### src/rtl/latlon_grid_cell_area_top_defines.svh
// ----------------------------------------------------------------------------
// Assertion macros for the lat/lon grid cell area block
// Shared concurrent checks, clocked on aclk and muted during reset.
// ----------------------------------------------------------------------------
`ifndef LATLON_GRID_CELL_AREA_TOP_DEFINES_SVH
`define LATLON_GRID_CELL_AREA_TOP_DEFINES_SVH

// same-cycle implication
`define LLCA_ASSERT_NOW(lbl, ante, cons, msg) \
    lbl: assert property (@(posedge aclk) disable iff (!aresetn) (ante) |-> (cons)) \
        else $error(msg);

// next-cycle implication
`define LLCA_ASSERT_NEXT(lbl, ante, cons, msg) \
    lbl: assert property (@(posedge aclk) disable iff (!aresetn) (ante) |=> (cons)) \
        else $error(msg);

`endif

### src/rtl/llca_pkg.sv
// ----------------------------------------------------------------------------
// llca_pkg
// Shared constants, configuration type and CORDIC angle table.
// ----------------------------------------------------------------------------
package llca_pkg;

    localparam int ROW_INDEX_BITS = 16;
    localparam int ROW_TDATA_W    = ((ROW_INDEX_BITS + 7) / 8) * 8;
    localparam int AREA_W         = 37;
    localparam int AREA_TDATA_W   = ((AREA_W + 7) / 8) * 8;
    localparam int CFG_IDX_W      = 8;
    localparam int CFG_DATA_W     = 25;

    localparam logic [CFG_IDX_W-1:0] REG_LAT_ORIGIN    = 8'd0;
    localparam logic [CFG_IDX_W-1:0] REG_LAT_STEP      = 8'd1;
    localparam logic [CFG_IDX_W-1:0] REG_LON_STEP      = 8'd2;
    localparam logic [CFG_IDX_W-1:0] REG_SPHERE_RADIUS = 8'd3;

    localparam logic [12:0] RADIUS_RESET = 13'd6371;

    // angles in Q17 degrees, modulo domain [0, 360)
    localparam int ANG_W = 26;
    localparam int RED_W = 28;
    localparam logic [ANG_W-1:0] DEG360 = 26'd47185920;
    localparam logic [ANG_W-1:0] DEG270 = 26'd35389440;
    localparam logic [ANG_W-1:0] DEG180 = 26'd23592960;
    localparam logic [ANG_W-1:0] DEG90  = 26'd11796480;
    localparam int ABS_W = 24;

    // floor(pi * 2^60 / 180)
    localparam logic [54:0] RPD = 55'd20122276272436452;

    localparam int CORDIC_ITERS = 32;
    localparam int XY_W = 34;
    localparam int Z_W  = 35;
    localparam logic [XY_W-1:0] CORDIC_GAIN = 34'd652032874;

    localparam int DIFF_W = 34;
    localparam int B_W    = 54;
    localparam logic [AREA_W-1:0] AREA_MAX = {AREA_W{1'b1}};

    typedef struct packed {
        logic [23:0] lat_origin;
        logic [23:0] lat_step;
        logic [24:0] lon_step;
        logic [12:0] sphere_radius;
    } llca_cfg_t;

    // atan(2^-i) in Q32 radians
    function automatic logic [31:0] atan_tab(input int i);
        logic [31:0] v;
        case (i)
            0:  v = 32'd3373259426;
            1:  v = 32'd1991351317;
            2:  v = 32'd1052175346;
            3:  v = 32'd534100634;
            4:  v = 32'd268086747;
            5:  v = 32'd134174062;
            6:  v = 32'd67103403;
            7:  v = 32'd33553749;
            8:  v = 32'd16777130;
            9:  v = 32'd8388597;
            10: v = 32'd4194302;
            default: begin
                if (i <= 20) begin
                    v = (32'd1 << (32 - i)) - 32'd1;
                end else begin
                    v = 32'd1 << (32 - i);
                end
            end
        endcase
        return v;
    endfunction

endpackage

### src/rtl/llca_angle.sv
// ----------------------------------------------------------------------------
// llca_angle
// Edge latitudes modulo 360 degrees, folded and converted to Q32 radians.
// ----------------------------------------------------------------------------
module llca_angle import llca_pkg::*; (
    input  logic                          aclk,
    input  logic                          aresetn,
    input  logic                          en,
    input  llca_cfg_t                     cfg,
    input  logic                          in_valid,
    input  logic                          in_op,
    input  logic [ROW_INDEX_BITS-1:0]     in_row,
    output logic                          out_valid,
    output logic signed [Z_W-1:0]         z_top,
    output logic signed [Z_W-1:0]         z_bot
);

    localparam int N = ROW_INDEX_BITS;
    localparam logic [RED_W-1:0] M28  = {2'b00, DEG360};
    localparam logic [RED_W-1:0] M2X  = {1'b0, DEG360, 1'b0};

    // twice the step, reduced into [0, 360)
    logic [ANG_W-1:0] step2_raw;
    logic [ANG_W-1:0] step2_mod;
    assign step2_raw = {cfg.lat_step[23], cfg.lat_step, 1'b0};
    assign step2_mod = step2_raw[ANG_W-1] ? step2_raw + DEG360 : step2_raw;

    logic             hv_reg   [N];
    logic             hop_reg  [N];
    logic [N-1:0]     hrow_reg [N];
    logic [ANG_W-1:0] hr_reg   [N];

    // Horner over the row bits, MSB first: r = (2r + bit * 2step) mod 360
    for (genvar k = 0; k < N; k++) begin : g_horner
        logic             v_in;
        logic             op_in;
        logic [N-1:0]     row_in;
        logic [ANG_W-1:0] r_in;
        logic [RED_W-1:0] acc;
        logic [RED_W-1:0] red;
        if (k == 0) begin : g_first
            assign v_in   = in_valid;
            assign op_in  = in_op;
            assign row_in = in_row;
            assign r_in   = '0;
        end else begin : g_next
            assign v_in   = hv_reg[k-1];
            assign op_in  = hop_reg[k-1];
            assign row_in = hrow_reg[k-1];
            assign r_in   = hr_reg[k-1];
        end
        assign acc = {1'b0, r_in, 1'b0} + (row_in[N-1] ? {2'b00, step2_mod} : '0);
        always_comb begin
            if (acc >= M2X) begin
                red = acc - M2X;
            end else if (acc >= M28) begin
                red = acc - M28;
            end else begin
                red = acc;
            end
        end
        always_ff @(posedge aclk) begin
            if (!aresetn) begin
                hv_reg[k] <= 1'b0;
            end else if (en) begin
                hv_reg[k] <= v_in;
            end
        end
        always_ff @(posedge aclk) begin
            if (en) begin
                hop_reg[k]  <= op_in;
                hrow_reg[k] <= {row_in[N-2:0], 1'b0};
                hr_reg[k]   <= red[ANG_W-1:0];
            end
        end
    end

    // add origin and the edge offsets, one wrap back into [0, 360)
    logic signed [RED_W-1:0] org2;
    logic signed [RED_W-1:0] stp1;
    logic signed [RED_W-1:0] stp2;
    logic signed [RED_W-1:0] c_edge [2];
    logic signed [RED_W-1:0] sum    [2];
    assign org2 = {{3{cfg.lat_origin[23]}}, cfg.lat_origin, 1'b0};
    assign stp1 = {{4{cfg.lat_step[23]}}, cfg.lat_step};
    assign stp2 = {{3{cfg.lat_step[23]}}, cfg.lat_step, 1'b0};
    assign c_edge[0] = hop_reg[N-1] ? stp2 : stp1;
    assign c_edge[1] = hop_reg[N-1] ? '0 : -stp1;

    logic             ev_reg;
    logic [ANG_W-1:0] e_reg [2];
    logic             fv_reg;
    logic             fneg_reg [2];
    logic [ABS_W-1:0] fabs_reg [2];
    logic             mv_reg;
    logic             mneg_reg [2];
    logic [ABS_W-1:0] mabs_reg [2];
    logic [55:0]      mlo_reg  [2];
    logic             zv_reg;
    logic signed [Z_W-1:0] z_reg [2];

    for (genvar l = 0; l < 2; l++) begin : g_lane
        logic signed [RED_W-1:0] wrap;
        logic signed [ANG_W:0]   t;
        logic signed [ANG_W:0]   t_abs;
        logic [46:0]             hi;
        logic [47:0]             mag_sum;
        logic [Z_W-1:0]          mag;
        assign sum[l] = $signed({2'b00, hr_reg[N-1]}) + org2 + c_edge[l];
        always_comb begin
            if (sum[l][RED_W-1]) begin
                wrap = sum[l] + $signed(M28);
            end else if (sum[l] >= $signed(M28)) begin
                wrap = sum[l] - $signed(M28);
            end else begin
                wrap = sum[l];
            end
        end
        // fold into [-90, 90] keeping the sine
        always_comb begin
            if (e_reg[l] <= DEG90) begin
                t = $signed({1'b0, e_reg[l]});
            end else if (e_reg[l] <= DEG270) begin
                t = $signed({1'b0, DEG180}) - $signed({1'b0, e_reg[l]});
            end else begin
                t = $signed({1'b0, e_reg[l]}) - $signed({1'b0, DEG360});
            end
        end
        assign t_abs   = t[ANG_W] ? -t : t;
        assign hi      = mabs_reg[l] * RPD[54:32];
        assign mag_sum = {1'b0, hi} + {24'd0, mlo_reg[l][55:32]};
        assign mag     = mag_sum[47:13];
        always_ff @(posedge aclk) begin
            if (en) begin
                e_reg[l]    <= wrap[ANG_W-1:0];
                fneg_reg[l] <= t[ANG_W];
                fabs_reg[l] <= t_abs[ABS_W-1:0];
                mneg_reg[l] <= fneg_reg[l];
                mabs_reg[l] <= fabs_reg[l];
                mlo_reg[l]  <= fabs_reg[l] * RPD[31:0];
                z_reg[l]    <= mneg_reg[l] ? -$signed(mag) : $signed(mag);
            end
        end
    end

    always_ff @(posedge aclk) begin
        if (!aresetn) begin
            ev_reg <= 1'b0;
            fv_reg <= 1'b0;
            mv_reg <= 1'b0;
            zv_reg <= 1'b0;
        end else if (en) begin
            ev_reg <= hv_reg[N-1];
            fv_reg <= ev_reg;
            mv_reg <= fv_reg;
            zv_reg <= mv_reg;
        end
    end

    assign out_valid = zv_reg;
    assign z_top     = z_reg[0];
    assign z_bot     = z_reg[1];

endmodule

### config.mk
export PLATFORM = sky130hd
export DESIGN_NAME = llca_angle
export DESIGN_NICKNAME = d
export VERILOG_FILES = /design/src/rtl/latlon_grid_cell_area_top_defines.svh /design/src/rtl/llca_pkg.sv /design/src/rtl/llca_angle.sv
export SDC_FILE = /design/constraint.sdc
export NUM_CORES = 2
export LEC_CHECK = 0
export BUFFER_PORTS_ARGS = -buffer_cell sky130_fd_sc_hd__buf_2
export CORE_ASPECT_RATIO = 2
export CORE_UTILIZATION = 43
export DETAILED_ROUTE_END_ITERATION = 6
export GPL_TIMING_DRIVEN = 0
export SYNTH_ARGS = -nofsm -noshare
export SYNTH_HDL_FRONTEND = slang
export SYNTH_SLANG_ARGS = --single-unit
export TNS_END_PERCENT = 10
### constraint.sdc
create_clock -name aclk -period 19.64 [get_ports aclk]
set_input_delay 3.928 -clock aclk [delete_from_list [all_inputs] [get_ports aclk]]
set_output_delay 3.928 -clock aclk [all_outputs]
set_load 0.05 [all_outputs]
**Yosys cells after proc, flatten, opt, wreduce, memory -nomap -nowiden**

Memories as Yosys holds them, arrays and structs flattened. A register that Yosys moved wholly into a read port is not among the register bits.
Cells that the tools add are included.

- Reductions and logical operators: 1
- Bitwise operators: 16
- Multiply operators: 4
- Add/sub/neg operators: 66
- Magnitude comparators: 38
- Muxes and demuxes: 84

Operator list:

| kind | number |
|---|---|
| 26-bit two-way mux | 53 |
| 28-bit by 27-bit >= comparator with 1-bit output, second input constant | 17 |
| 26-bit subtractor, second input constant | 18 |
| 27-bit by 26-bit adder with 28-bit output | 15 |
| 28-bit by 26-bit >= comparator with 1-bit output, second input constant | 15 |
| 26-bit by 25-bit subtractor with 26-bit output, second input constant | 16 |
| 24-bit by 30-bit multiplier with 54-bit output, second input constant | 2 |
| 27-bit two-way mux | 4 |
| 47-bit by 24-bit adder with 48-bit output | 2 |
| 24-bit by 22-bit multiplier with 46-bit output, second input constant | 2 |
| 26-bit adder, second input constant | 3 |
| 24-bit two-way mux | 3 |
| 35-bit two-way mux | 2 |
| 35-bit negation | 2 |
| 25-bit by 26-bit subtractor with 27-bit output, first input constant | 2 |
| 26-bit by 26-bit subtractor with 27-bit output, second input constant | 2 |
| 26-bit by 24-bit <= comparator with 1-bit output, second input constant | 2 |
| 26-bit <= comparator, second input constant | 2 |
| 24-bit negation | 2 |
| 27-bit by 25-bit adder with 28-bit output | 1 |
| 28-bit by 25-bit adder with 28-bit output | 1 |
| 28-bit adder | 1 |
| 28-bit two-way mux | 1 |
| 28-bit negation | 1 |
| other kinds (5) | 40 |

- Bits in writable memories: 1018
- Memories kept: 11
- Output and inout bits: 71
- Register bits: 3

Memories:

| name | words | width | read ports | clocked after Yosys merged registers in | write ports | line | RTL |
|---|---|---|---|---|---|---|---|
| hr_reg | 16 | 26 | 16 | 0 | 16 | llca_angle.sv:31 | `logic [ANG_W-1:0] hr_reg [N];` |
| hrow_reg | 16 | 15 | 15 | 0 | 16 | llca_angle.sv:30 | `logic [N-1:0] hrow_reg [N];` |
| mlo_reg | 2 | 54 | 2 | 0 | 2 | llca_angle.sv:98 | `logic [55:0] mlo_reg [2];` |
| z_reg | 2 | 35 | 2 | 0 | 2 | llca_angle.sv:100 | `logic signed [Z_W-1:0] z_reg [2];` |
| e_reg | 2 | 26 | 2 | 0 | 2 | llca_angle.sv:91 | `logic [ANG_W-1:0] e_reg [2];` |
| fabs_reg | 2 | 24 | 2 | 0 | 2 | llca_angle.sv:94 | `logic [ABS_W-1:0] fabs_reg [2];` |
| 5 more memories | - | - | - | - | - | - |  |

**Longest topological paths before layout**

- Depth in word-level cells: 7
- Depth in mapped cells: 37
- Depth with buffers taken out: 35

**Least setup slack after synthesis**

OpenSTA, ideal clock, no wires.

- Path type: in2reg
- Start: in cfg[38] (netlist name)
- End: mem e_reg[1][22], in the netlist e_reg[0][48], data pin
- Data arrival time: 9.805 ns
- Library setup time: 0.263 ns
- Path slack: 9.572 ns
- Stages on the path: 30
- Buffers on the path: 1
- Cell sequence: clkbuf_1 inv_1 ha_1 nand2_1 or3_1 nand2b_1 or3_1 nor2_1 xor2_1 nor2_1 ha_1 a21o_1 a221o_1 a31o_2 o21ai_0 nand2b_1 a21oi_1 xnor2_1 ha_1 nand2b_1 nor4_1 or4b_2 or4_1 nor4b_1 a31oi_1 o21bai_1 a21oi_1 or2_2 mux2i_1 xor2_1

RTL lines:

| what | line | RTL |
|---|---|---|
| start, declared | llca_angle.sv:9 | `input llca_cfg_t cfg,` |
| end, declared | llca_angle.sv:91 |  |

==> flow_summary_export.csv <==
group,metric,value,unit
run_status,outcome,"finished, violations left",
run_status,violations,"capacitance limit, slew limit",
timing,setup_viol,0,
floorplanning,initial_utilization,0.432,
clocking,cts_buffers,90,
grt,grt_pass1_vias,85752,
synth,synth_cell_type_count,117,
cells_and_area,drive_above_1_share,0.0467,
cells_and_area,syn2layout_area_growth,7.74,%
timing,slew_headroom,-0.0303,
floorplanning,die_y,698,µm
placed_design,port_buffers,138,
synth,yosys_warnings,0,
placed_design,placed_cells,13998,
detailed_routing,firstDrtPassIters,6,
worst_setup_path,arrival,11540,ps
synth,synthSimpleGateAreaFrac,0.136,
synth,syn_area,0.104,mm²
cells_and_area,largest_reg_flops,400,
worst_setup_path,path_max_fanout,10,
worst_setup_path,crit_type,"primary input to register",
clocking,cts_root_buf,"clkbuf_16",
clocking,cts_max_path_buffers,3,
timing,setup_tns,0,ps
placed_design,place_ws,7840,ps
floorplanning,die_w,350,µm
clocking,htree_levels,3,
floorplanning,io_pins,178,
grt,grt_max_degree,129,
worst_setup_path,start_kind,"primary input",
synth,ys_seq_area_frac,0.236,
timing,rsz0062_at_grt,"false",
timing,period_minus_slack,11070,ps
clocking,worst_skew_pair.late_latency,740,ps
floorplanning,core,0.241,mm²
grt,antenna_found_initial,40,
placed_design,hpwlAfterDp,263,mm
synth,synth_compound_area_frac,0.136,
clocking,clk_pin_slew_worst_paths,70,ps
flow_run,drv_cap,2,
detailed_routing,vias,79808,
clocking,cts_setup_buffers,0,
floorplanning,rows,255,
synth,synth_top_family_by_area,"adder cells",
timing,drv_slew,20,
timing,fmax,90.4,MHz
cells_and_area,final_common_cell,"inv_1",
worst_setup_path,critPathCaptureType,"register",
cells_and_area,finish.utilization,0.466,
min_path,hp-class,"register to register",
grt,grt_use_total,0.259,
grt,grt_pass1_wl,481,mm
clocking,cts_tree,"built",
detailed_routing,vias_per_cell,5.63,
timing,tightest_slew,1540,ps
clocking,hold_buffers,0,
floorplanning,die-area,0.245,mm²
synth,avgSynthCellArea,9.80,µm²
worst_setup_path,cp.required,20110,ps
synth,synth.area.mux_share,0.0111,
synth,ys_ff_latch,821,
cells_and_area,fin_cells,14187,
worst_setup_path,slowest_delay,720,ps
placed_design,routabilityCongestion,0.958,
synth,synth_fa_ha_area_frac,0.358,
detailed_routing,drt_iter0_drc,3883,
cells_and_area,fin_nets,13427,
synth,synth_edf_count,816,
synth,ys.flop_type,"edfxtp_1",
synth,synthArstFlopShare,0,
detailed_routing,drc_errors,0,
detailed_routing,wl_per_cell,22.3,µm
cells_and_area,layout_common_cells,"1680 x inv_1, 1535 x ha_1, 906 x fa_1",
synth,netlist_instances,10637,
synth,synth_xor_xnor_area_share,0.0553,
grt,grt_overflow,0,
timing,timing.final.crit_share,0.563,
timing,finalHoldViolCount,0,
timing,finalWorstSetupSlack,8570,ps
worst_setup_path,cp_slowest_cell,"xnor2_1",
clocking,clock-sinks,821,
clocking,cts.repair.resized,0,
detailed_routing,antenna_left,0,
timing,clock_skew,50.8,ps
synth,mappedNetlistNets,13185,
detailed_routing,wl,316,mm
-- layer usage --
layer / track usage / up-vias / part of all wire
li1: - / 37691 / -
met1: 0.224 / 39260 / 0.31
met2: 0.516 / 1860 / 0.56
met3: 0.0315 / 983 / 0.036
met4: 0.210 / 14 / 0.094
met5: 0 / - / 0.00028
-- synth_stat cells, types with 81 or more instances --
| cell | number | area [µm²] |
|---|---|---|
| a211oi_1 | 83 | 623 |
| a21o_1 | 215 | 1610 |
| a21oi_1 | 525 | 2630 |
| a31oi_1 | 98 | 613 |
| and2_1 | 392 | 2450 |
| and3_1 | 99 | 619 |
| clkbuf_1 | 159 | 597 |
| edfxtp_1 | 816 | 24500 |
| fa_1 | 906 | 18100 |
| ha_1 | 1535 | 19200 |
| inv_1 | 1680 | 6310 |
| mux2i_1 | 81 | 811 |
| nand2_1 | 415 | 1560 |
| nand2b_1 | 110 | 688 |
| nand3_1 | 164 | 821 |
| nor2_1 | 554 | 2080 |
| nor2b_1 | 160 | 1000 |
| nor3_1 | 238 | 1190 |
| o21a_1 | 112 | 841 |
| o21ai_0 | 357 | 1790 |
| or3_1 | 90 | 563 |
| xnor2_1 | 437 | 3830 |
| xor2_1 | 217 | 1900 |
-- critical path: cells and delay by family --
kind / cells / cell delay [ps]
muxes: 1 / 150
xor gates and xnor gates: 3 / 970
and+or+nand+nor: 15 / 3580
AOI/OAI and AO/OA: 6 / 960
buffers and inverters: 3 / 990
adders and majority gates: 3 / 930
-- cells by family after synthesis --
family | count (synthesis)
AND/OR/NAND/NOR | 2644
flip-flops | 821
AO/OA/AOI/OAI | 2098
adder cells (fa/ha/maj) | 2441
buffers and inverters | 1865
XOR/XNOR | 656
multiplexers | 112
-- area by class of cell --
class                   count  area, µm²
clock inverters            54        582
flip-flops and latches    821      24600
multi-input cells        7951      72600
fillers                 22911     129000
well taps                3212       4020
plain buffers             184        724
inverters                1681       6310
clock buffers             111       2400
diodes                     23       57.6
repair buffers            150        967
-- per-stage QoR --
step | instance area (µm²) | hold slack [ps]
floorplan | 104000 | 400
global placement | 109000 | 402
detailed placement | 109000 | 405
CTS | 112000 | 416
global route | 112000 | 419
finish | 112000 | 413
-- final timing paths --
path / startpoint / endpoint / slack, ps / cells after the start
max: cfg[38] / e_reg[0][48]$_DFFE_PP_ / 8570 / 31
min: hrow_reg[0][43]$_DFFE_PP_ / hrow_reg[0][59]$_DFFE_PP_ / 410 / 0
max reg2reg: mlo_reg[0][54]$_DFFE_PP_ / z_reg[0][33]$_DFFE_PP_ / 8650 / 34
min reg2reg: hrow_reg[0][43]$_DFFE_PP_ / hrow_reg[0][59]$_DFFE_PP_ / 410 / 0
Power is not shown: default switching activity piles up to over one toggle a cycle in this logic, so the estimate is an artifact.
